File: src/rtl/spa_pkg.sv
`default_nettype none
package spa_pkg;

  localparam logic [1:0] OP_CLEAR      = 2'd0;
  localparam logic [1:0] OP_PLOT_ITEM  = 2'd1;
  localparam logic [1:0] OP_PLOT_FIXED = 2'd2;
  localparam logic [1:0] OP_READ       = 2'd3;

  localparam logic [2:0] REG_X_BEGIN      = 3'd0;
  localparam logic [2:0] REG_X_SCALE      = 3'd1;
  localparam logic [2:0] REG_Y_BEGIN      = 3'd2;
  localparam logic [2:0] REG_Y_SCALE      = 3'd3;
  localparam logic [2:0] REG_IMAGE_WIDTH  = 3'd4;
  localparam logic [2:0] REG_IMAGE_HEIGHT = 3'd5;
  localparam logic [2:0] REG_POINT_RADIUS = 3'd6;
  localparam logic [2:0] REG_FIXED_COLOR  = 3'd7;

  typedef struct packed {
    logic               start;
    logic signed [31:0] p;
    logic signed [31:0] b;
    logic signed [31:0] s;
  } map_req_t;

  typedef struct packed {
    logic       done;
    logic [7:0] red;
    logic [7:0] green;
    logic [7:0] blue;
  } div_rsp_t;

  // floor(x / 255), exact for x up to 255 * 255
  function automatic logic [7:0] div255(input logic [15:0] x);
    logic [16:0] t;
    t = 17'(x) + 17'd1 + 17'(x[15:8]);
    return t[15:8];
  endfunction

  // premultiplied over for one channel
  function automatic logic [7:0] over8(input logic [7:0] s, input logic [7:0] d,
                                       input logic [7:0] sa);
    logic [15:0] m;
    m = 16'(sa) * 16'(d);
    return s + d - div255(m);
  endfunction

endpackage
`default_nettype wire

File: src/rtl/spa_divider.sv
`default_nettype none
// c * 255 / alpha for three channels, saturated to 255, one quotient bit per cycle
module spa_divider (
  input  wire logic        clk,
  input  wire logic        rst,
  input  wire logic        start,
  input  wire logic [31:0] pixel,
  output spa_pkg::div_rsp_t rsp
);

  logic       busy;
  logic       done;
  logic [2:0] cnt;
  logic [7:0] a;
  logic [7:0] rem [3];
  logic [7:0] low [3];
  logic [7:0] q   [3];
  logic       sat [3];

  always_ff @(posedge clk) begin
    if (rst) begin
      busy <= 1'b0;
      done <= 1'b0;
    end else begin
      done <= 1'b0;
      if (start) begin
        busy <= 1'b1;
        cnt  <= 3'd0;
        a    <= pixel[31:24];
      end else if (busy) begin
        cnt <= cnt + 3'd1;
        if (cnt == 3'd7) begin
          busy <= 1'b0;
          done <= 1'b1;
        end
      end
    end
  end

  always_ff @(posedge clk) begin
    for (int k = 0; k < 3; k++) begin
      logic [7:0]  c;
      logic [15:0] n;
      logic [8:0]  r2;
      c  = pixel[8*k +: 8];
      n  = {c, 8'b0} - {8'b0, c};
      r2 = {rem[k], low[k][7]};
      if (start) begin
        sat[k] <= c >= pixel[31:24];
        rem[k] <= n[15:8];
        low[k] <= n[7:0];
        q[k]   <= '0;
      end else if (busy) begin
        low[k] <= {low[k][6:0], 1'b0};
        if (r2 >= {1'b0, a}) begin
          rem[k] <= 8'(r2 - {1'b0, a});
          q[k]   <= {q[k][6:0], 1'b1};
        end else begin
          rem[k] <= r2[7:0];
          q[k]   <= {q[k][6:0], 1'b0};
        end
      end
    end
  end

  assign rsp.done  = done;
  assign rsp.red   = sat[0] ? 8'hFF : q[0];
  assign rsp.green = sat[1] ? 8'hFF : q[1];
  assign rsp.blue  = sat[2] ? 8'hFF : q[2];

endmodule
`default_nettype wire

File: config.mk
export PLATFORM = sky130hd
export DESIGN_NAME = spa_divider
export DESIGN_NICKNAME = d
export VERILOG_FILES = /design/src/rtl/spa_pkg.sv /design/src/rtl/spa_divider.sv
export SDC_FILE = /design/constraint.sdc
export NUM_CORES = 1
export LEC_CHECK = 0
export ABC_AREA = 1
export BUFFER_PORTS_ARGS = -buffer_cell sky130_fd_sc_hd__buf_2
export CAP_MARGIN = 10
export CORE_ASPECT_RATIO = 0.8
export CORE_MARGIN = 5
export CORE_UTILIZATION = 55
export CTS_BUF_LIST = sky130_fd_sc_hd__clkbuf_4
export CTS_CLUSTER_DIAMETER = 120
export DETAILED_ROUTE_END_ITERATION = 10
export PLACE_DENSITY = 0.75
export SYNTH_ARGS = -nofsm -noshare
export SYNTH_HDL_FRONTEND = slang
export SYNTH_SLANG_ARGS = --single-unit
File: constraint.sdc
create_clock -name clk -period 5.3 [get_ports clk]
set_input_delay 0.795 -clock clk [delete_from_list [all_inputs] [get_ports clk]]
set_output_delay 0.795 -clock clk [all_outputs]
set_load 0.1 [all_outputs]
==> reports/metrics.cfg <==
[status]
status=completed

[clock_network]
cts_tree=built
clk_latency_ns=0.43
ctsHoldBuffers=0
postCtsSetupBuffers=0
clock-root-buffer=clkbuf_4
clk_pin_slew_ns=0.13
clk_path_buf_depth=2
clock_sinks=88
cts_resized=0
cts_inserted_buffers=9
htree_levels=3

[final_layout]
layout-area-overhead-vs-synth_pct=10.1
nets=922
diodes=0
fill_cells=987
fin_util_pct=61.1
drive_gt1_share_pct=13.4

[synthesis]
syn_area_mm2=0.00629
ys_warn_count=0
synthArstFlopShare_pct=0
synth.distinct_cells=45
yosysMostFrequentCell=nand2_1
synth-simple-area-share_pct=28.4
yosysSeqAreaShare_pct=41.5
synth_top_area_share_pct=40.5
synth_cells=775
yosys.area.top_type=edfxtp_1
yosys_most_used_dff=edfxtp_1
ys_ff_latch=88
synthTopCellsByCount=nand2_1, inv_1, edfxtp_1
synth_area_per_cell_um2=8.12
synth_top_family_by_area=simple AND/OR/NAND/NOR gates
synthMuxAreaShare_pct=0
synth_edf_count=85
syn_nets=866
synth_top_cells_by_area=edfxtp_1, ha_1, nand2_1, inv_1, nand3_1
synthAdderAreaFrac_pct=11.5
synth_compound_area_share_pct=7.49
synth_xor_area_share_pct=1.95

[power]
power_frac_comb_pct=33.6
clkPwrFrac_pct=24.9
swShare_pct=37.3
switchingPower_mw=0.789
p_seq_share_pct=41.6
power_density_mw_per_mm2=305
irDropWorstVdd_mv=0.267
p_int_mw=1.33
power.leakage_nw=3.32

[sta]
skew_ns=0.0197
finalCritPeriodShare_pct=45.2
rsz0062_at_grt=false
relSlewSlack_pct=22.8
final.min_clock_period_ns=2.39
drv_slew=0
tns_ns=0
fmax_mhz=418
tightest_slew_ns=1.16
hold_violations=0
finalSetupViolations=0
setup_ws_ns=2.91

[die]
die_area_mm2=0.0137
start_util_pct=55.5
rows=35
die_x_um=130
core_area_mm2=0.0113
die_y_um=106
io_pins=60

[global_route]
antenna_found_initial=1
grt_max_degree=75
grt_use_met2_pct=34.1
grt_pass1_wl_um=25200
grt_use_met3_pct=4.05
busiest_layer=met2
grt_overflow=0
use_met1_pct=33.5
grt_pass1_vias=5136
grt_usage_pct=22.8

[worst_hold_path]
hold_class=register to register

[detailed_routing]
totalWireLength_um=15200
ant_nets=0
vias=5452
wire_per_inst_um=15.4
firstDrtPassIters=6
avgViaCountPerCell=5.54
drt_iter0_markers=548
drc=0

[placement]
pre_cts_ws_ns=2.44
portBuffers=59
gp_congestion=0.963
hpwl_um=11600

[critical_path]
path_max_fanout=37
endpoint_kind=register
rr_worst_depth=8
r2r_slack_ns=3.03
critPathArrivalTime_ns=2.46
critPathKind=primary input to register
crit_slowest_cell=nand2_2
startpoint=start
cp-endpoint=rem[2][0]
cp-start-kind=primary input
max_stage_delay_ns=0.64
worstReg2RegStart=a[4]
r2r-end=rem[1][1]
worst_ep_required_time_ns=5.37
cp_cell_sequence=buf_2 > inv_2 > nand2_2 > buf_4

[flow_run]
drv_cap=0

-- metal layers --
layer,up-vias,wire length (um)
li1,2700,-
met1,2487,7090
met2,228,6670
met3,35,1060
met4,2,322
met5,-,7
-- sequential cells by signal, summed over array words and instances, names as in the netlist --
signal	count
sat	3
cnt	3
low	24
a	8
busy	1
rem	24
q	24
done	1
-- power by group through the flow --
stage	clock, mW	combinational (mW)	sequential (mW)
final	0.526	0.710	0.879
after global routing	0.567	0.780	0.885
after CTS	0.533	0.703	0.878
after detailed placement	0	0.698	0.894
after global placement	0	0.684	0.892
after floorplan	0	0.547	0.882
-- cells by family after synthesis --
group	after synthesis
AO/OA/AOI/OAI	80
adder cells (fa/ha/maj)	56
AND/OR/NAND/NOR	387
flip-flops	88
XOR/XNOR	14
buffers and inverters	150
-- cell usage in the layout (no fill, tap or decap), types with 9 or more instances in the layout --
master	count
nand2_1	167
inv_1	129
edfxtp_1	85
nand3_1	84
nor2_1	72
buf_2	59
ha_1	53
o21ai_0	30
a21oi_1	27
nand4_1	25
xor2_1	11
clkbuf_4	9
-- critical path, delay by kind of cell --
family	cells	cell delay, ns
buf+inv	3	0.97
simple gates	1	0.64
-- stage by stage --
stage               hold WS [ns]  power [mW]  cell area, um2  std cells
floorplan                  0.442        1.43            6290        775
global placement           0.457        1.58            6720        968
detailed placement         0.469        1.59            6720        968
CTS                        0.488        2.11            6930        984
global route               0.512        2.23            6930        984
finish                     0.486        2.12            6930        984
-- final cells by class --
| type | count | area [um2] | area share [%] |
|---|---|---|---|
| clock inverter | 7 | 143 | 2.06 |
| timing repair buffer | 61 | 310 | 4.48 |
| clock buffer | 9 | 67.6 | 0.975 |
| multi-input combinational | 537 | 3110 | 44.8 |
| sequential | 88 | 2610 | 37.7 |
| inverter | 134 | 503 | 7.26 |
| tap | 148 | 185 | 2.67 |
-- how the worst min path moves through the flow --
stage                          from   endpoint  cells after the start
after global placement    low[2][0]  low[2][0]                      2
after detailed placement  low[2][0]  low[2][0]                      2
final                     low[2][0]  low[2][0]                      2
after floorplan           low[2][0]  low[2][0]                      2
after global routing      low[2][0]  low[2][0]                      2
after CTS                 low[2][0]  low[2][0]                      2
Power figures use the tool's default switching activity.
