==> config.mk <==
export PLATFORM = sky130hd
export DESIGN_NAME = spa_mapper
export DESIGN_NICKNAME = d
export VERILOG_FILES = /design/src/rtl/spa_pkg.sv /design/src/rtl/spa_mapper.sv
export SDC_FILE = /design/constraint.sdc
export NUM_CORES = 2
export LEC_CHECK = 0
export BUFFER_PORTS_ARGS = -buffer_cell sky130_fd_sc_hd__buf_2
export CAP_MARGIN = 20
export CORE_ASPECT_RATIO = 0.5
export CORE_UTILIZATION = 57
export CTS_CLUSTER_DIAMETER = 30
export CTS_CLUSTER_SIZE = 20
export DETAILED_ROUTE_END_ITERATION = 8
export PLACE_DENSITY_LB_ADDON = 0.3
export SLEW_MARGIN = 20
export SYNTH_ARGS = -nofsm -noshare
export SYNTH_HDL_FRONTEND = slang
export SYNTH_SLANG_ARGS = --single-unit
==> constraint.sdc <==
create_clock -name clk -period 12.9 [get_ports clk]
set_clock_uncertainty 0.2 [all_clocks]
set_input_delay 1.29 -clock clk [delete_from_list [all_inputs] [get_ports clk]]
set_output_delay 1.29 -clock clk [all_outputs]
set_load 0.1 [all_outputs]
==> src/rtl/spa_pkg.sv <==
`default_nettype none
package spa_pkg;

  localparam logic [1:0] OP_CLEAR      = 2'd0;
  localparam logic [1:0] OP_PLOT_ITEM  = 2'd1;
  localparam logic [1:0] OP_PLOT_FIXED = 2'd2;
  localparam logic [1:0] OP_READ       = 2'd3;

  localparam logic [2:0] REG_X_BEGIN      = 3'd0;
  localparam logic [2:0] REG_X_SCALE      = 3'd1;
  localparam logic [2:0] REG_Y_BEGIN      = 3'd2;
  localparam logic [2:0] REG_Y_SCALE      = 3'd3;
  localparam logic [2:0] REG_IMAGE_WIDTH  = 3'd4;
  localparam logic [2:0] REG_IMAGE_HEIGHT = 3'd5;
  localparam logic [2:0] REG_POINT_RADIUS = 3'd6;
  localparam logic [2:0] REG_FIXED_COLOR  = 3'd7;

  typedef struct packed {
    logic               start;
    logic signed [31:0] p;
    logic signed [31:0] b;
    logic signed [31:0] s;
  } map_req_t;

  typedef struct packed {
    logic       done;
    logic [7:0] red;
    logic [7:0] green;
    logic [7:0] blue;
  } div_rsp_t;

  // floor(x / 255), exact for x up to 255 * 255
  function automatic logic [7:0] div255(input logic [15:0] x);
    logic [16:0] t;
    t = 17'(x) + 17'd1 + 17'(x[15:8]);
    return t[15:8];
  endfunction

  // premultiplied over for one channel
  function automatic logic [7:0] over8(input logic [7:0] s, input logic [7:0] d,
                                       input logic [7:0] sa);
    logic [15:0] m;
    m = 16'(sa) * 16'(d);
    return s + d - div255(m);
  endfunction

endpackage
`default_nettype wire

==> src/rtl/spa_mapper.sv <==
`default_nettype none
// trunc((p - b) * s / 2^32) with a 16 x 32 multiplier over 16-bit chunks of |p - b|
module spa_mapper (
  input  wire logic             clk,
  input  wire logic             rst,
  input  wire spa_pkg::map_req_t req,
  output logic                  done,
  output logic signed [32:0]    coord
);

  logic        busy;
  logic [1:0]  step;
  logic        neg;
  logic [32:0] amag;
  logic [31:0] bmag;
  logic [63:0] acc;
  logic [15:0] chunk;
  logic [47:0] part;
  logic [63:0] part_sh;
  logic signed [32:0] diff;

  assign diff = {req.p[31], req.p} - {req.b[31], req.b};

  always_comb begin
    case (step)
      2'd0:    chunk = amag[15:0];
      2'd1:    chunk = amag[31:16];
      default: chunk = {15'b0, amag[32]};
    endcase
    part = 48'(chunk) * 48'(bmag);
    case (step)
      2'd0:    part_sh = {16'b0, part};
      2'd1:    part_sh = {part, 16'b0};
      default: part_sh = {part[31:0], 32'b0};
    endcase
  end

  always_ff @(posedge clk) begin
    if (rst) begin
      busy <= 1'b0;
      done <= 1'b0;
    end else begin
      done <= 1'b0;
      if (req.start) begin
        busy <= 1'b1;
        step <= 2'd0;
        acc  <= '0;
        neg  <= diff[32] ^ req.s[31];
        amag <= diff[32] ? 33'(-diff) : 33'(diff);
        bmag <= req.s[31] ? 32'(-req.s) : 32'(req.s);
      end else if (busy) begin
        acc  <= acc + part_sh;
        step <= step + 2'd1;
        if (step == 2'd2) begin
          busy <= 1'b0;
          done <= 1'b1;
        end
      end
    end
  end

  assign coord = neg ? -$signed({1'b0, acc[63:32]}) : $signed({1'b0, acc[63:32]});

endmodule
`default_nettype wire

==> results.env <==
RUN_STATUS='finished, final reports clean'
SLEW_HEADROOM_PCT=21.71
WL_PER_CELL_MICRONS=19.97
SYNTHESIS.NETS=4223
PLACED_AREA_SQ_MM=0.03067
DIEAREA_SQ_MM=0.05262
REG2REGPATHDEPTH=40
WORSTPATHMAXFANOUT=33
CTS_MAX_LEVEL=4
POST_SYNTH_AND_OR_NAND_NOR_AREA_FRACTION_PCT=18.10
CRITICAL_PATH.REG2REG.STARTPOINT='step[0]'
MAX_FREQ_GHz=0.08192
SYNTH_AREA_LEADERS='sky130_fd_sc_hd__fa_1 (29%), sky130_fd_sc_hd__edfxtp_1 (13%), sky130_fd_sc_hd__ha_1 (9.5%)'
CLK_PIN_SLEW_NS=0.07
CTS_MADE_BUFFERS=17
POST_SYNTH_INST_COUNT=3481
MAX-CAP-VIOLATIONS=0
CRIT_REQUIRED_NS=12.88
FLOORPLAN.CORE_AREA_SQ_MM=0.05058
SYNTH_XOR_XNOR_AREA_SHARE_PCT=6.069
FINAL-SETUP-VIOL-COUNT=0
FINAL_NETS=4245
DETAILEDROUTE.FIRSTITERATIONVIOLATIONS=2590
GLOBAL_ROUTE.OVERFLOW_TOTAL=0
PATH_DEPTH=40
FIRST_PASS_GRT_WIRE_LENGTH_MM=134.4
IOPINCOUNT=133
MIN_PERIOD_NS=12.21
START_KIND='register'
AREA_GROWTH_SYN_TO_LAYOUT_PCT=6.252
SETUP.REG_TO_REG.WORST_SLACK_NS=0.69
YOSYS-MUX-AREA-FRACTION_PCT=0.2210
FP-ROW-COUNT=58
FINAL_DESIGN_AREA_NO_FILL_SQ_MM=0.03128
CRITPATHMAXSTAGEDELAY_NS=0.78
SYNTH.LIB_CELLS_USED.DISTINCT=75
CLKLATENCYLATEPIN_NS=0.46
TIMING.CRITICAL_PATH.MAX_DELAY_FAMILY='compound AO/OA/AOI/OAI gates'
DIE_H_MICRONS=162.7
TIMING.HOLD.WORST.CLASS='reg2reg'
DRT_WIRELENGTH_MM=84.00
VIAS=25280
NUMBER_OF_ANTENNA_VIOLATIONS_AT_THE_FIRST_CHECK_IN_GLOBAL_ROUTING=2
FIN_CRIT_SH_PCT=94.62
ANTENNA_VIOLATING_NETS_POST_ROUTE=0
WORST_SETUP_ENDPOINT='acc[63]'
POSTSYNTH.ASYNCRESETSHARE_PCT=0
CP-STARTPOINT='step[0]'
DRC=0
TIMING.FINAL.HOLD_VIOLATIONS=0
DRTPASS1ITERATIONS=7
VIASPERCELL=6.009
CTS-HOLD-FIX-BUFFERS=0
COMPOUND_GATE_FRACTION_OF_SYNTH_AREA_PCT=14.74
CTS-ROOT-TO-SINK-BUFFERS=2
GRT_USAGE_PCT=33.07
HPWLAFTERDP_MM=67.55
WORST-ENDPOINT-ARRIVAL_NS=12.19
SYN-MEAN-INSTANCE-AREA_SQ_UM=8.458
ADDER_CELL_SHARE_OF_THE_SYNTHESIZED_AREA_PCT=38.04
WORSTPATHBUFFERINVERTERCOUNT=7
LARGEST_NET_DEGREE_AT_THE_START_OF_GLOBAL_ROUTING=71
TIMING.SETUP.TNS_NS=0
SYNTHMOSTINSTANTIATEDCELL='sky130_fd_sc_hd__inv_1'
WORST_HOLD_SLACK_NS=0.2573
POST_SYNTH_INSTANCE_AREA_SQ_MM=0.02944
SLEW_VIOLATIONS=0
GRT_SETUP_UNREPAIRED='false'
NETLIST.TOP_CELL.BY_AREA='sky130_fd_sc_hd__fa_1'
WORST_PIN_SLEW_NS=1.173
MOST_FREQUENTLY_USED_FLOP_MASTER_AFTER_SYNTHESIS='sky130_fd_sc_hd__edfxtp_1'
INITIAL_UTILIZATION_PCT=58.21
SYNTH_SEQ_AREA_SHARE_PCT=13.60
CTS_TREE='built'
SYNTH_TOP_FAMILY_BY_AREA='adder cells'
YS_SEQ_ELEMENTS=134
TIMING.CRITICAL_PATH.MODE_CELL='sky130_fd_sc_hd__fa_1'
WORST-SETUP-PATH-TYPE='reg2reg'
YOSYSWARNINGS=0
SYNTH.TOP_CELLS.BY_COUNT='sky130_fd_sc_hd__inv_1 (556), sky130_fd_sc_hd__nand2_1 (474), sky130_fd_sc_hd__fa_1 (420)'
GP_ROUTABILITY_CONGESTION=0.9709
ENDPOINT_KIND='register'
RR_ENDPOINT='acc[63]'
CLK_ROOT_BUFFER_CELL='sky130_fd_sc_hd__clkbuf_16'
SYNTH_TOP_AREA_SHARE_PCT=28.56
DRIVE_ABOVE_1_SHARE_PCT=6.854
SYNTH_EDF_COUNT=132
FIRST_GLOBAL_VIAS=24510
CTS.SINKS=134
PORT_BUFFERS=132
TIMING.CRITICAL_PATH.SLOWEST_STAGE_CELL='sky130_fd_sc_hd__o31ai_1'
DIE_WIDTH_MICRONS=323.4
-- cell type report --
class                   count  area, sq um
multi-input cells        2624        22740
fillers                  4406        19300
flip-flops and latches    134         4004
inverters                 556         2087
repair buffers            170        983.4
well taps                 690        863.3
clock buffers              18        429.2
clock inverters            14        167.7
diodes                      1        2.502
-- cell usage in the layout, fill, tap and decap left out, types with 24 or more instances in the layout --
cell type	n
sky130_fd_sc_hd__nor3_1	34
sky130_fd_sc_hd__inv_1	556
sky130_fd_sc_hd__buf_4	35
sky130_fd_sc_hd__ha_1	223
sky130_fd_sc_hd__nand2_1	474
sky130_fd_sc_hd__and3_1	30
sky130_fd_sc_hd__a22o_1	30
sky130_fd_sc_hd__a21o_1	76
sky130_fd_sc_hd__a31oi_1	26
sky130_fd_sc_hd__nand3_1	33
sky130_fd_sc_hd__o21ai_0	155
sky130_fd_sc_hd__and2_1	224
sky130_fd_sc_hd__fa_1	420
sky130_fd_sc_hd__nand4_1	33
sky130_fd_sc_hd__edfxtp_1	132
sky130_fd_sc_hd__nor2_1	173
sky130_fd_sc_hd__a21oi_1	165
sky130_fd_sc_hd__xnor2_1	136
sky130_fd_sc_hd__nor2b_1	24
sky130_fd_sc_hd__o31ai_1	30
sky130_fd_sc_hd__buf_2	132
sky130_fd_sc_hd__o21bai_1	26
sky130_fd_sc_hd__xor2_1	68
-- worst register-to-register path, delay by kind of cell, from the launching register on --
family | cells | cell delay [ns]
adders and majority gates | 9 | 4.08
DFF | 1 | 0.42
AOI/OAI and AO/OA | 12 | 4.50
and+or+nand+nor | 10 | 1.25
buffers and inverters | 7 | 1.14
xor gates and xnor gates | 2 | 0.34
-- worst min path at each step --
stage	start	to	slack, ns	cells past startpoint
final	busy	done	0.26	2
after global routing	busy	done	0.28	2
after CTS	busy	done	0.26	2
after detailed placement	busy	done	0.24	2
after global placement	busy	done	0.23	2
after floorplan	busy	done	0.21	2
-- cell families (layout without fill, tap and decap cells) --
| logic type | Yosys count | after routing |
|---|---|---|
| AOI/OAI and AO/OA | 662 | 662 |
| xor gates and xnor gates | 204 | 204 |
| adders and majority gates | 643 | 643 |
| buffers and inverters | 723 | 758 |
| DFF | 134 | 134 |
| muxes | 6 | 6 |
| other | 0 | 1 |
| and+or+nand+nor | 1109 | 1109 |
-- timing repair --
action | in CTS | in global routing
endpoints found under the hold margin | 0 | 0
setup endpoints to repair | 0 | 1
buffers inserted | 0 | 0
gates resized for setup | 0 | 1
-- sequential cells by signal, summed over array words and instances (netlist names) --
register  flops
step          2
amag         33
busy          1
done          1
acc          64
bmag         32
neg           1
-- stage by stage --
stage	setup slack, ns	instances	utilization (%)
floorplan	2.517	3481	-
global placement	1.182	4174	60.64
detailed placement	0.9332	4174	60.64
CTS	0.8336	4206	61.82
global route	0.2510	4207	61.84
finish	0.6936	4207	61.84
-- routing by layer --
layer	GRT usage (%)	part of all wire [%]	up-vias	routed length [microns]
li1	-	-	11420	-
met1	50.19	45	12460	37460
met2	49.02	43	1233	36100
met3	5.596	10	158	8506
met4	7.841	2.3	2	1927
met5	0	0.0095	-	8
Power is not shown: default switching activity piles up to over one toggle a cycle in this logic, so the estimate is an artifact.
